## config.mk

```make
export PLATFORM = sky130hd
export DESIGN_NAME = imu_serial_frame_parser
export DESIGN_NICKNAME = d
export VERILOG_FILES = /design/src/sv/isfp_pkg.sv /design/src/sv/isfp_front.sv /design/src/sv/isfp_queue.sv /design/src/sv/isfp_back.sv /design/src/sv/imu_serial_frame_parser.sv
export SDC_FILE = /design/constraint.sdc
export NUM_CORES = 1
export LEC_CHECK = 0
export BUFFER_PORTS_ARGS = -buffer_cell sky130_fd_sc_hd__buf_2
export CORE_MARGIN = 2
export CORE_UTILIZATION = 50
export DETAILED_ROUTE_END_ITERATION = 16
export HOLD_SLACK_MARGIN = 0.12
export PLACE_DENSITY = 0.68
export RECOVER_POWER = 50
export SYNTH_ARGS = -nofsm -noshare
export SYNTH_HDL_FRONTEND = slang
export SYNTH_SLANG_ARGS = --single-unit
export TNS_END_PERCENT = 30
```

## constraint.sdc

```tcl
create_clock -name clk -period 7.4 [get_ports clk]
set_clock_uncertainty 0.2 [all_clocks]
set_input_delay 2.22 -clock clk [delete_from_list [all_inputs] [get_ports clk]]
set_output_delay 2.22 -clock clk [all_outputs]
set_load 0.005 [all_outputs]
```

## src/sv/isfp_pkg.sv

```systemverilog
`default_nettype none
// ---------------------------------------------------------------------------
// isfp_pkg: shared types and constants for the IMU serial frame parser
// Frame byte codes, position markers, the result record and queue status.
// ---------------------------------------------------------------------------
package isfp_pkg;

  // Frame byte codes
  localparam logic [7:0] HEADER_BYTE = 8'h55;
  localparam logic [7:0] TYPE_ACCEL  = 8'h51;
  localparam logic [7:0] TYPE_RATE   = 8'h52;
  localparam logic [7:0] TYPE_ANGLE  = 8'h53;

  // Byte positions inside a frame
  localparam logic [3:0] POS_HUNT     = 4'd0;
  localparam logic [3:0] POS_TYPE     = 4'd1;
  localparam logic [3:0] POS_DATA0    = 4'd2;
  localparam logic [3:0] POS_DATA_END = 4'd8;   // first position past the stored data bytes
  localparam logic [3:0] POS_SUM      = 4'd10;

  localparam int PAYLOAD_COUNT = 6;

  // Result queue depth between framing and output stages
  localparam int QUEUE_DEPTH = 2;

  // Reading kinds
  localparam logic [1:0] KIND_ACCEL = 2'd0;
  localparam logic [1:0] KIND_RATE  = 2'd1;
  localparam logic [1:0] KIND_ANGLE = 2'd2;

  typedef struct packed {
    logic [1:0]         kind;
    logic signed [15:0] x;
    logic signed [15:0] y;
    logic signed [15:0] z;
  } reading_t;

  typedef struct packed {
    logic full;
    logic empty;
  } queue_status_t;

endpackage
`default_nettype wire

```

## src/sv/isfp_front.sv

```systemverilog
`default_nettype none
// ---------------------------------------------------------------------------
// isfp_front: byte framing stage
// Hunts for the header, collects type, data and sum bytes, and pushes one
// reading into the queue for each good frame of a known type.
// ---------------------------------------------------------------------------
module isfp_front (
  input  wire logic                    clk,
  input  wire logic                    rst,
  input  wire logic                    in_valid,
  output logic                         in_ready,
  input  wire logic [7:0]              data_byte,
  input  wire logic                    end_of_message,
  input  wire isfp_pkg::queue_status_t q_status,
  output logic                         push,
  output isfp_pkg::reading_t           push_data
);

  logic [3:0] byte_position, byte_position_next;
  logic [7:0] running_sum, running_sum_next;
  logic [7:0] frame_type;
  logic [7:0] payload_bytes [isfp_pkg::PAYLOAD_COUNT];
  logic       accept;
  logic       type_known;
  logic       sum_good;
  logic [3:0] data_offset;
  logic [2:0] data_index;

  // Accept a beat whenever the queue has room
  assign in_ready = !q_status.full;
  assign accept   = in_valid && in_ready;

  assign data_offset = byte_position - isfp_pkg::POS_DATA0;
  assign data_index  = data_offset[2:0];

  always_comb begin
    type_known = frame_type inside {[isfp_pkg::TYPE_ACCEL : isfp_pkg::TYPE_ANGLE]};
    sum_good   = running_sum == data_byte;
  end

  // Next position and running sum
  always_comb begin
    byte_position_next = byte_position;
    running_sum_next   = running_sum;
    push               = 1'b0;
    if (accept) begin
      if (byte_position == isfp_pkg::POS_HUNT || byte_position > isfp_pkg::POS_SUM) begin
        byte_position_next = isfp_pkg::POS_HUNT;
        if (data_byte == isfp_pkg::HEADER_BYTE) begin
          byte_position_next = isfp_pkg::POS_TYPE;
          running_sum_next   = isfp_pkg::HEADER_BYTE;
        end
      end else if (byte_position < isfp_pkg::POS_SUM) begin
        running_sum_next   = running_sum + data_byte;
        byte_position_next = byte_position + 4'd1;
      end else begin
        byte_position_next = isfp_pkg::POS_HUNT;
        running_sum_next   = 8'd0;
        push               = sum_good && type_known;
      end
      // Drop a partial frame at message end
      if (end_of_message && byte_position_next != isfp_pkg::POS_HUNT) begin
        byte_position_next = isfp_pkg::POS_HUNT;
        running_sum_next   = 8'd0;
      end
    end
  end

  always_ff @(posedge clk) begin
    if (rst) begin
      byte_position <= isfp_pkg::POS_HUNT;
      running_sum   <= 8'd0;
    end else begin
      byte_position <= byte_position_next;
      running_sum   <= running_sum_next;
    end
  end

  // Capture type and data bytes
  always_ff @(posedge clk) begin
    if (accept && byte_position == isfp_pkg::POS_TYPE) begin
      frame_type <= data_byte;
    end
    if (accept && byte_position >= isfp_pkg::POS_DATA0 &&
        byte_position < isfp_pkg::POS_DATA_END) begin
      payload_bytes[data_index] <= data_byte;
    end
  end

  // Assemble the little-endian counts
  always_comb begin
    push_data.kind = 2'(frame_type - isfp_pkg::TYPE_ACCEL);
    push_data.x    = {payload_bytes[1], payload_bytes[0]};
    push_data.y    = {payload_bytes[3], payload_bytes[2]};
    push_data.z    = {payload_bytes[5], payload_bytes[4]};
  end

endmodule
`default_nettype wire

```

## src/sv/isfp_queue.sv

```systemverilog
`default_nettype none
// ---------------------------------------------------------------------------
// isfp_queue: small reading queue
// Register-based FIFO that decouples framing from the output stage.
// ---------------------------------------------------------------------------
module isfp_queue #(
  parameter int DEPTH = isfp_pkg::QUEUE_DEPTH
) (
  input  wire logic                    clk,
  input  wire logic                    rst,
  input  wire logic                    push,
  input  wire isfp_pkg::reading_t      push_data,
  input  wire logic                    pop,
  output isfp_pkg::reading_t           pop_data,
  output isfp_pkg::queue_status_t      status
);

  localparam int PTR_W = (DEPTH > 1) ? $clog2(DEPTH) : 1;
  localparam int CNT_W = $clog2(DEPTH + 1);

  isfp_pkg::reading_t entries [DEPTH];
  logic [PTR_W-1:0]   wr_ptr;
  logic [PTR_W-1:0]   rd_ptr;
  logic [CNT_W-1:0]   count;
  logic               do_push;
  logic               do_pop;

  assign status.full  = count == CNT_W'(DEPTH);
  assign status.empty = count == '0;
  assign do_push      = push && !status.full;
  assign do_pop       = pop && !status.empty;
  assign pop_data     = entries[rd_ptr];

  // Store a pushed reading
  always_ff @(posedge clk) begin
    if (do_push) begin
      entries[wr_ptr] <= push_data;
    end
  end

  // Advance pointers and count
  always_ff @(posedge clk) begin
    if (rst) begin
      wr_ptr <= '0;
      rd_ptr <= '0;
      count  <= '0;
    end else begin
      if (do_push) begin
        wr_ptr <= (wr_ptr == PTR_W'(DEPTH - 1)) ? '0 : wr_ptr + PTR_W'(1);
      end
      if (do_pop) begin
        rd_ptr <= (rd_ptr == PTR_W'(DEPTH - 1)) ? '0 : rd_ptr + PTR_W'(1);
      end
      if (do_push && !do_pop) begin
        count <= count + CNT_W'(1);
      end else if (do_pop && !do_push) begin
        count <= count - CNT_W'(1);
      end
    end
  end

endmodule
`default_nettype wire

```

## src/sv/isfp_back.sv

```systemverilog
`default_nettype none
// ---------------------------------------------------------------------------
// isfp_back: output stage
// Pops readings from the queue into the output register and holds each
// one until the downstream side takes the beat.
// ---------------------------------------------------------------------------
module isfp_back (
  input  wire logic                    clk,
  input  wire logic                    rst,
  input  wire isfp_pkg::queue_status_t q_status,
  input  wire isfp_pkg::reading_t      q_data,
  output logic                         pop,
  output logic                         out_valid,
  input  wire logic                    out_ready,
  output logic [1:0]                   reading_kind,
  output logic signed [15:0]           axis_x,
  output logic signed [15:0]           axis_y,
  output logic signed [15:0]           axis_z
);

  isfp_pkg::reading_t hold;

  // Load when the register is empty or being drained
  assign pop = !q_status.empty && (!out_valid || out_ready);

  always_ff @(posedge clk) begin
    if (rst) begin
      out_valid <= 1'b0;
    end else if (pop) begin
      out_valid <= 1'b1;
    end else if (out_ready) begin
      out_valid <= 1'b0;
    end
  end

  always_ff @(posedge clk) begin
    if (pop) begin
      hold <= q_data;
    end
  end

  assign reading_kind = hold.kind;
  assign axis_x       = hold.x;
  assign axis_y       = hold.y;
  assign axis_z       = hold.z;

endmodule
`default_nettype wire

```

## src/sv/imu_serial_frame_parser.sv

```systemverilog
`default_nettype none
// ---------------------------------------------------------------------------
// imu_serial_frame_parser: sum-checked 11-byte sensor frame parser
// Framing front end, reading queue and registered output stage.
// ---------------------------------------------------------------------------
// The parser takes one byte per clock cycle. Each byte is framed in the
// cycle it is accepted; the reading of a frame is queued when its
// checksum byte is accepted and then moves to the output register. Input
// stalls only when the reading queue (QUEUE_DEPTH entries) and the output
// register are all occupied because the downstream side is not taking
// beats, so with a ready consumer the sustained rate is one byte per cycle.
module imu_serial_frame_parser #(
  parameter int QUEUE_DEPTH = isfp_pkg::QUEUE_DEPTH
) (
  input  wire logic               clk,
  input  wire logic               rst,
  input  wire logic               in_valid,
  output logic                    in_ready,
  input  wire logic [7:0]         data_byte,
  input  wire logic               end_of_message,
  output logic                    out_valid,
  input  wire logic               out_ready,
  output logic [1:0]              reading_kind,
  output logic signed [15:0]      axis_x,
  output logic signed [15:0]      axis_y,
  output logic signed [15:0]      axis_z
);

  isfp_pkg::queue_status_t q_status;
  isfp_pkg::reading_t      push_data;
  isfp_pkg::reading_t      pop_data;
  logic                    push;
  logic                    pop;

  isfp_front u_front (
    .clk            (clk),
    .rst            (rst),
    .in_valid       (in_valid),
    .in_ready       (in_ready),
    .data_byte      (data_byte),
    .end_of_message (end_of_message),
    .q_status       (q_status),
    .push           (push),
    .push_data      (push_data)
  );

  isfp_queue #(
    .DEPTH (QUEUE_DEPTH)
  ) u_queue (
    .clk       (clk),
    .rst       (rst),
    .push      (push),
    .push_data (push_data),
    .pop       (pop),
    .pop_data  (pop_data),
    .status    (q_status)
  );

  isfp_back u_back (
    .clk          (clk),
    .rst          (rst),
    .q_status     (q_status),
    .q_data       (pop_data),
    .pop          (pop),
    .out_valid    (out_valid),
    .out_ready    (out_ready),
    .reading_kind (reading_kind),
    .axis_x       (axis_x),
    .axis_y       (axis_y),
    .axis_z       (axis_z)
  );

endmodule
`default_nettype wire

```

==> key figures, run 1 <==
Clock tree
  • TritonCTS clock tree: yes
  • Latest clock arrival within the worst-skew pair: between 0.4 and 0.5 ns
  • Total CTS buffers: 22
  • Post-CTS Hold Buffers: 0
  • CTS Sinks: roughly 220
  • Clk root buf: clkbuf_16
  • Clock Path Buffers: 3
  • Post-CTS Setup Bufs: 0
  • Max H-tree Level: 1
  • Reg clk slew, reported paths: 0.06 ns
  • CTS resizes: 0

Finish
  • Area of the multi-input gates: between 1500 and 2000 um2
  • Area grow syn2layout: 15.05%
  • # fillers: 1182
  • Diode count: 0
  • Register Area: between 6000 and 7000 um2
  • Layout cells sized above 1: 0.2430
  • Commonest cells after routing, fill and taps aside: 206 x edfxtp_1, 53 x buf_2, 36 x mux2_2
  • Most common cell after layout, fill and taps aside: edfxtp_1
  • Layout net count: between 500 and 600

Setup path
  • Crit path cell chain: clkbuf_1 > ha_1 > nor4_1 > nand4_1 > nor4_4 > and2_2 > buf_4
  • Worst Path Buf+Inv: 2
  • CP top delay family: simple AND/OR/NAND/NOR gates
  • Crit. End Element: register
  • CP Class: in -> reg
  • Crit path DAT: about 5 ns
  • Crit path launch type: input port
  • Max stage delay on crit path: 0.62 ns
  • Highest fanout seen on the critical path: 26
  • Worst-path cell with the longest stage delay: and2_2
  • Worst EP required: about 7.4 ns

GRT
  • GRT overflow: 0
  • Number of global-route vias before repair: 3976
  • Largest net degree at the start of global routing: 52
  • Global-route wire length before repair: roughly 22000 um
  • GRT Total Usage: 0.1605
  • Initial antenna violation count: 0

Synthesis
  • Netlist Area Pre-Place: about 8200 um2
  • Count of cell types in the netlist: 46
  • Synth area leaders: edfxtp_1 76%, mux2_2 6.9%, dfxtp_1 4.2%
  • Yosys top cell by area: edfxtp_1
  • Mapped Cells: ~440
  • Synth top area share: 0.7583
  • Seq/Total Area, Yosys: 0.8000
  • Mapped Avg Cell Area: ~18 um2
  • Synth Flop Type: edfxtp_1
  • Post-synth EDFFs: 206
  • Ys async rst share: 0
  • Syn_nets: 470
  • YS warnings: 0
  • FF+latch count, synth: 223

Route
  • Final WL: between 10000 and 15000 um
  • Detail Route Antenna Nets: 0
  • Number of remaining DRC errors: 0
  • First DRT Iteration DRCs: ~290
  • Routed vias: slightly below 4k
  • First-pass detailed-route iteration total: 4
  • WL/cell: 18.35 um
  • DR vias/cell: 5.166

Place
  • Gpl congestion: 0.8806
  • HPWL after detailed placement: 8706 um
  • Port bufs: between 60 and 70
  • Setup slack at placement: approximately 2.1 ns

Power and ir drop
  • Maximum VDD drop: between 150 and 200 uV
  • Leak Pwr: about 3.2 nW
  • Pwr Density: 253.2 nW/um2
  • Tot Pwr: 2.376 mW

Die
  • Die width: ~130 um
  • Full die area: roughly 17000 um2
  • IO Pins: between 60 and 70
  • Chip height: about 130 um
  • Core ar.: 15940 um2
  • Num rows: 46
  • Initial Utilization: 0.5117

STA
  • Final hold violation count: 0
  • TNS Setup: 0 ns
  • Final Slew Violations: 50
  • Relative slew slack: -0.8629
  • Period utilisation layout: 0.6753
  • Post-route setup slack: approximately 2.4 ns
  • Crit path time final: around 5.0 ns
  • Setup-failing EPs final: 0
  • Fmax: approximately 200 MHz
  • Unrepaired setup endpoints after global routing: false
  • Actual slew at the worst max-slew pin: between 2 and 3 ns

Status
  • Status: complete, but fails checks
  • Violated checks: capacitance limit, slew limit

Hold path
  • Hold Path Class: reg -> reg

Job
  • Max Cap Violations: 1
layout make-up:
cell class / count / area share
flip-flops and latches: 223 / 0.6954
multi-input cells: 198 / 0.1666
clock buffers: 27 / 0.06292
repair buffers: 70 / 0.03586
well taps: 216 / 0.02880
clock inverters: 12 / 0.006799
inverters: 9 / 0.003600
synthesized netlist by cell type, drive strengths merged (4+ instances only):
library cell	number
edfxtp	206
mux2	50
xor2	6
buf	5
nor2	22
nand2	14
xnor2	4
ha	13
o21ai	8
nor4	4
dfxtp	17
nor3	5
nor2b	5
inv	9
a21oi	19
nand3	7
a22oi	4
clkbuf	8
power breakdown:
part           switching [mW]  total (mW)  internal [mW]
registers           0.0000702        1.36           1.36
clock network           0.426       0.993          0.567
logic                  0.0163      0.0222        0.00587
metrics by stage:
stage	hold WS [ns]	cells	area, um2	util
after floorplan	0.2215	443	8158	-
after global placement	0.2253	716	8763	0.5497
after detailed placement	0.2298	716	8763	0.5497
after CTS	0.2432	755	9418	0.5907
after global routing	0.2504	755	9385	0.5887
final	0.2415	755	9385	0.5887
flip-flops by register name (all words and copies together) (netlist names), 2 cells and up:
register / cells
u_back.axis_z: 16
u_queue.entries: 100
u_back.axis_x: 16
u_back.axis_y: 16
u_front.running_sum: 8
u_queue.count: 2
u_front.payload_bytes: 48
u_front.frame_type: 8
u_front.byte_position: 4
u_back.reading_kind: 2
cell families (layout without fill, tap and decap cells):
kind of cell             count (synthesis)  in the layout  synth area share
AO/OA/AOI/OAI                           45             45           0.03420
buffers and inverters                   22            118           0.01027
flip-flops                             223            223            0.8000
XOR/XNOR                                10             10           0.01074
multiplexers                            51             51           0.07025
adder cells (fa/ha/maj)                 14             14           0.02239
AND/OR/NAND/NOR                         78             78           0.05215
final timing paths:
path         depth (start not counted)                   startpoint  slack, ns                     end
max                                  7                 data_byte[6]       2.40  u_queue.entries[1][41]
min                                  0  u_front.payload_bytes[2][7]       0.24  u_queue.entries[1][23]
max reg2reg                          6             u_queue.count[0]       3.98  u_queue.entries[1][41]
min reg2reg                          0  u_front.payload_bytes[2][7]       0.24  u_queue.entries[1][23]
metal layers:
layer	track usage	wire, um	up-vias
li1	-	-	1868
met1	0.2154	6201	1894
met2	0.2740	6752	114
met3	0.02537	616	24
met4	0.04710	285	0
met5	0	0	-
worst reg2reg max path: cells and delay by family (launching register included):
| family | cells | cell delay (ns) |
|---|---|---|
| DFF | 1 | 0.43 |
| and+or+nand+nor | 5 | 1.99 |
| buffers and inverters | 1 | 0.46 |
(Power assumes the default switching activity.)
==> run 2, diff against run 1 <==
--- a/config.mk
+++ b/config.mk
@@ -5,12 +5,13 @@
 export SDC_FILE = /design/constraint.sdc
 export NUM_CORES = 1
 export LEC_CHECK = 0
+export ABC_AREA = 1
 export BUFFER_PORTS_ARGS = -buffer_cell sky130_fd_sc_hd__buf_2
 export CORE_MARGIN = 2
 export CORE_UTILIZATION = 50
 export DETAILED_ROUTE_END_ITERATION = 16
 export HOLD_SLACK_MARGIN = 0.12
-export PLACE_DENSITY = 0.68
+export PLACE_DENSITY = 0.71
 export RECOVER_POWER = 50
 export SYNTH_ARGS = -nofsm -noshare
 export SYNTH_HDL_FRONTEND = slang
==> constraint.sdc (replaced) <==
create_clock -name clk -period 4.4 [get_ports clk]
set_clock_uncertainty 0.2 [all_clocks]
set_input_delay 1.32 -clock clk [delete_from_list [all_inputs] [get_ports clk]]
set_output_delay 1.32 -clock clk [all_outputs]
set_load 0.005 [all_outputs]
==> run 2 against run 1 <==
Compared with the run above: the flow finishes with violations (capacitance limit); largest cell class unchanged; final area is 1.5% higher; die area up 1.1%; non-clock buffer count rose by 1; first-iteration DRC count grew 21%.
==> key figures, run 2 <==
Status
  • Status: complete, but fails checks
  • Violated checks: capacitance limit

STA
  • Fmax: 288.1 MHz
  • Period utilisation layout: 0.7890
  • Relative slew slack: 0.0004699 (+0.8634)
  • Unrepaired setup endpoints after global routing: false
  • TNS Setup: 0 ns (unchanged)
  • Post-route setup slack: 0.9286 ns (-1.474 ns)
  • Actual slew at the worst max-slew pin: 1.498 ns (-1.297 ns)
  • Final hold violation count: 0 (unchanged)
  • Setup-failing EPs final: 0 (unchanged)
  • Final Slew Violations: 0 (-100%)
  • Hold_ws: 0.2444 ns (+0.002894 ns)
  • Crit path time final: between 3 and 4 ns

Setup path
  • Crit path DAT: 3.45 ns (-1.50 ns)
  • Highest fanout seen on the critical path: 44 (+69%)
  • CP Class: in -> reg
  • Crit path launch type: input port
  • Worst EP required: 4.38 ns (-2.97 ns)
  • Worst setup startpoint: data_byte[6]
  • FF-to-FF Start: u_queue.rd_ptr
  • Crit. End Element: register

Place
  • Placed cell count: 879 (+23%)
  • HPWL after detailed placement: 9799 um (+13%)
  • Area after DPL: 8884 um2 (+1.4%)
  • Setup slack at placement: 0.5942 ns (-1.553 ns)
  • Gpl congestion: 0.9127 (+3.6%)
  • Port bufs: 64 (unchanged)

Finish
  • Layout cells sized above 1: 0.1565 (-0.08657)
  • Layout net count: 714 (+30%)
  • Number of flip-flops in the largest register: 100 (unchanged)
  • # fillers: 1274 (+7.8%)
  • Commonest cells after routing, fill and taps aside: 214 x nand2_1, 206 x edfxtp_1, 56 x buf_2
  • Biggest regs: u_queue.entries (100), u_front.payload_bytes (48)
  • Largest reg by FF count: u_queue.entries
  • Register Area: 6526 um2 (unchanged)
  • Diode count: 0 (unchanged)
  • Most common cell after layout, fill and taps aside: nand2_1
  • Final Cell Area: 9530 um2 (+1.5%)
  • Area of the multi-input gates: 1508 um2 (-3.6%)
  • Area grow syn2layout: 15.48%
  • Util after Layout: 0.5956 (+0.006954)
  • Post-route insts no fill: 919 (+22%)

Power and ir drop
  • Leak Pwr: 3.639 nW (+15%)
  • Tot Pwr: 5.443 mW (+130%)
  • Pwr Density: 571.1 nW/um2 (+130%)
  • Maximum VDD drop: 304.3 uV (+74%)

GRT
  • Largest net degree at the start of global routing: 54 (+3.8%)
  • GRT Total Usage: 0.1747 (+0.01419)
  • GRT overflow: 0 (unchanged)
  • Initial antenna violation count: 0 (unchanged)
  • Global-route wire length before repair: 23780 um (+9.0%)
  • Number of global-route vias before repair: 4510 (+13%)

Synthesis
  • Netlist Area Pre-Place: 8253 um2 (+1.2%)
  • Top-count cell post-synth: nand2_1
  • Post-synth EDFFs: 206 (unchanged)
  • Synth area leaders: edfxtp_1 75%, nand2_1 9.6%, dfxtp_1 4.1%
  • YS warnings: 0 (unchanged)
  • FF+latch count, synth: 223 (unchanged)
  • Mapped Avg Cell Area: 13.64 um2 (-26%)
  • Ys async rst share: 0 (unchanged)
  • Seq/Total Area, Yosys: 0.7908 (-0.009218)
  • Yosys top cell by area: edfxtp_1
  • Count of cell types in the netlist: 26 (-43%)
  • Synth top area share: 0.7495 (-0.008737)
  • Syn_nets: 632 (+34%)
  • Synth Flop Type: edfxtp_1
  • Mapped Cells: 605 (+37%)
  • Post-synth top cells: 210 x nand2_1, 206 x edfxtp_1, 37 x inv_1

Route
  • Routed vias: 4606 (+18%)
  • Final WL: 15060 um (+8.7%)
  • Detail Route Antenna Nets: 0 (unchanged)
  • First-pass detailed-route iteration total: 5 (+1)
  • First DRT Iteration DRCs: 349 (+21%)
  • WL/cell: 16.39 um (-11%)
  • DR vias/cell: 5.012 (-3.0%)
  • Number of remaining DRC errors: 0 (unchanged)

Die
  • Die width: 132.5 um (+0.57%)
  • Chip height: 132.5 um (+0.57%)
  • Core ar.: 16000 um2 (+0.36%)
  • Full die area: 17550 um2 (+1.1%)
  • Num rows: 46 (unchanged)
  • IO Pins: 65 (unchanged)
  • Initial Utilization: 0.5158 (+0.004102)

Clock tree
  • Max H-tree Level: 1 (unchanged)
  • Clk root buf: clkbuf_16
  • TritonCTS clock tree: yes
  • CTS resizes: 0 (unchanged)
  • Post-CTS Setup Bufs: 0 (unchanged)
  • Latest clock arrival within the worst-skew pair: 0.50 ns (about the same)
  • Reg clk slew, reported paths: 0.06 ns (about the same)
  • Clock Path Buffers: 3 (unchanged)
  • Total CTS buffers: 22 (unchanged)
  • CTS Sinks: 223 (unchanged)
  • Post-CTS Hold Buffers: 0 (unchanged)

Hold path
  • Hold Path Class: reg -> reg
  • HP Start: u_front.payload_bytes[3][6]

Job
  • Max Cap Violations: 1 (unchanged)
run 2: changes by cell type after synthesis, sizes merged, moves of 4 or more:
| cell | previous run | this run |
|---|---|---|
| a22oi | 4 | 0 |
| buf | 5 | 1 |
| clkbuf | 8 | 12 |
| inv | 9 | 43 |
| mux2 | 50 | 0 |
| nand2 | 14 | 217 |
| nand3 | 7 | 21 |
| nor2 | 22 | 31 |
| nor2b | 5 | 0 |
| nor4 | 4 | 0 |
| xor2 | 6 | 1 |
run 2: power by group:
| group | total (mW) | switching [mW] | internal (mW) |
|---|---|---|---|
| sequential | 2.75 | 0.0681 | 2.68 |
| combinational | 0.937 | 0.634 | 0.303 |
| clock | 1.76 | 0.740 | 1.02 |
run 2: worst paths after layout:
path,slack [ns],end,cells after the start
setup / recovery,0.93,u_queue.entries[0][24],10
setup reg to reg,1.41,u_back.axis_x[0],4
hold reg to reg,0.24,u_queue.entries[0][30],0
hold / removal,0.24,u_queue.entries[0][30],0
run 2: logic make-up after synthesis:
kind of cell               after synthesis  share of synthesized area
buffers and inverters                   56                    0.02638
AOI/OAI and AO/OA                       29                    0.01835
adders and majority gates               14                    0.02214
xor gates and xnor gates                 4                   0.004246
and+or+nand+nor                        279                     0.1381
DFF                                    223                     0.7908
run 2: worst max-delay path, cell delays in order:
cell and delay (ns):
clkbuf_1 0.40, ha_1 0.38, nor2_1 0.12, nand2_1 0.06, nor2_1 0.11, nand3b_1 0.09
nor3_2 0.26, inv_1 0.13, nor2_4 0.23, buf_12 0.28
run 2: per-layer routing:
layer / GRT usage / vias to the layer above / wire (um)
met5: 0 / - / 0
met1: 0.2297 / 2176 / 6220
met4: 0.06452 / 0 / 391
met2: 0.2974 / 164 / 7623
met3: 0.02644 / 33 / 822
li1: - / 2233 / -
run 2: final cells by class:
type / instances / area share
clock buffer: 29 / 0.06275
sequential: 223 / 0.6848
inverter: 43 / 0.01694
timing repair buffer: 71 / 0.04017
multi-input combinational: 326 / 0.1582
tap: 216 / 0.02836
clock inverter: 11 / 0.008796
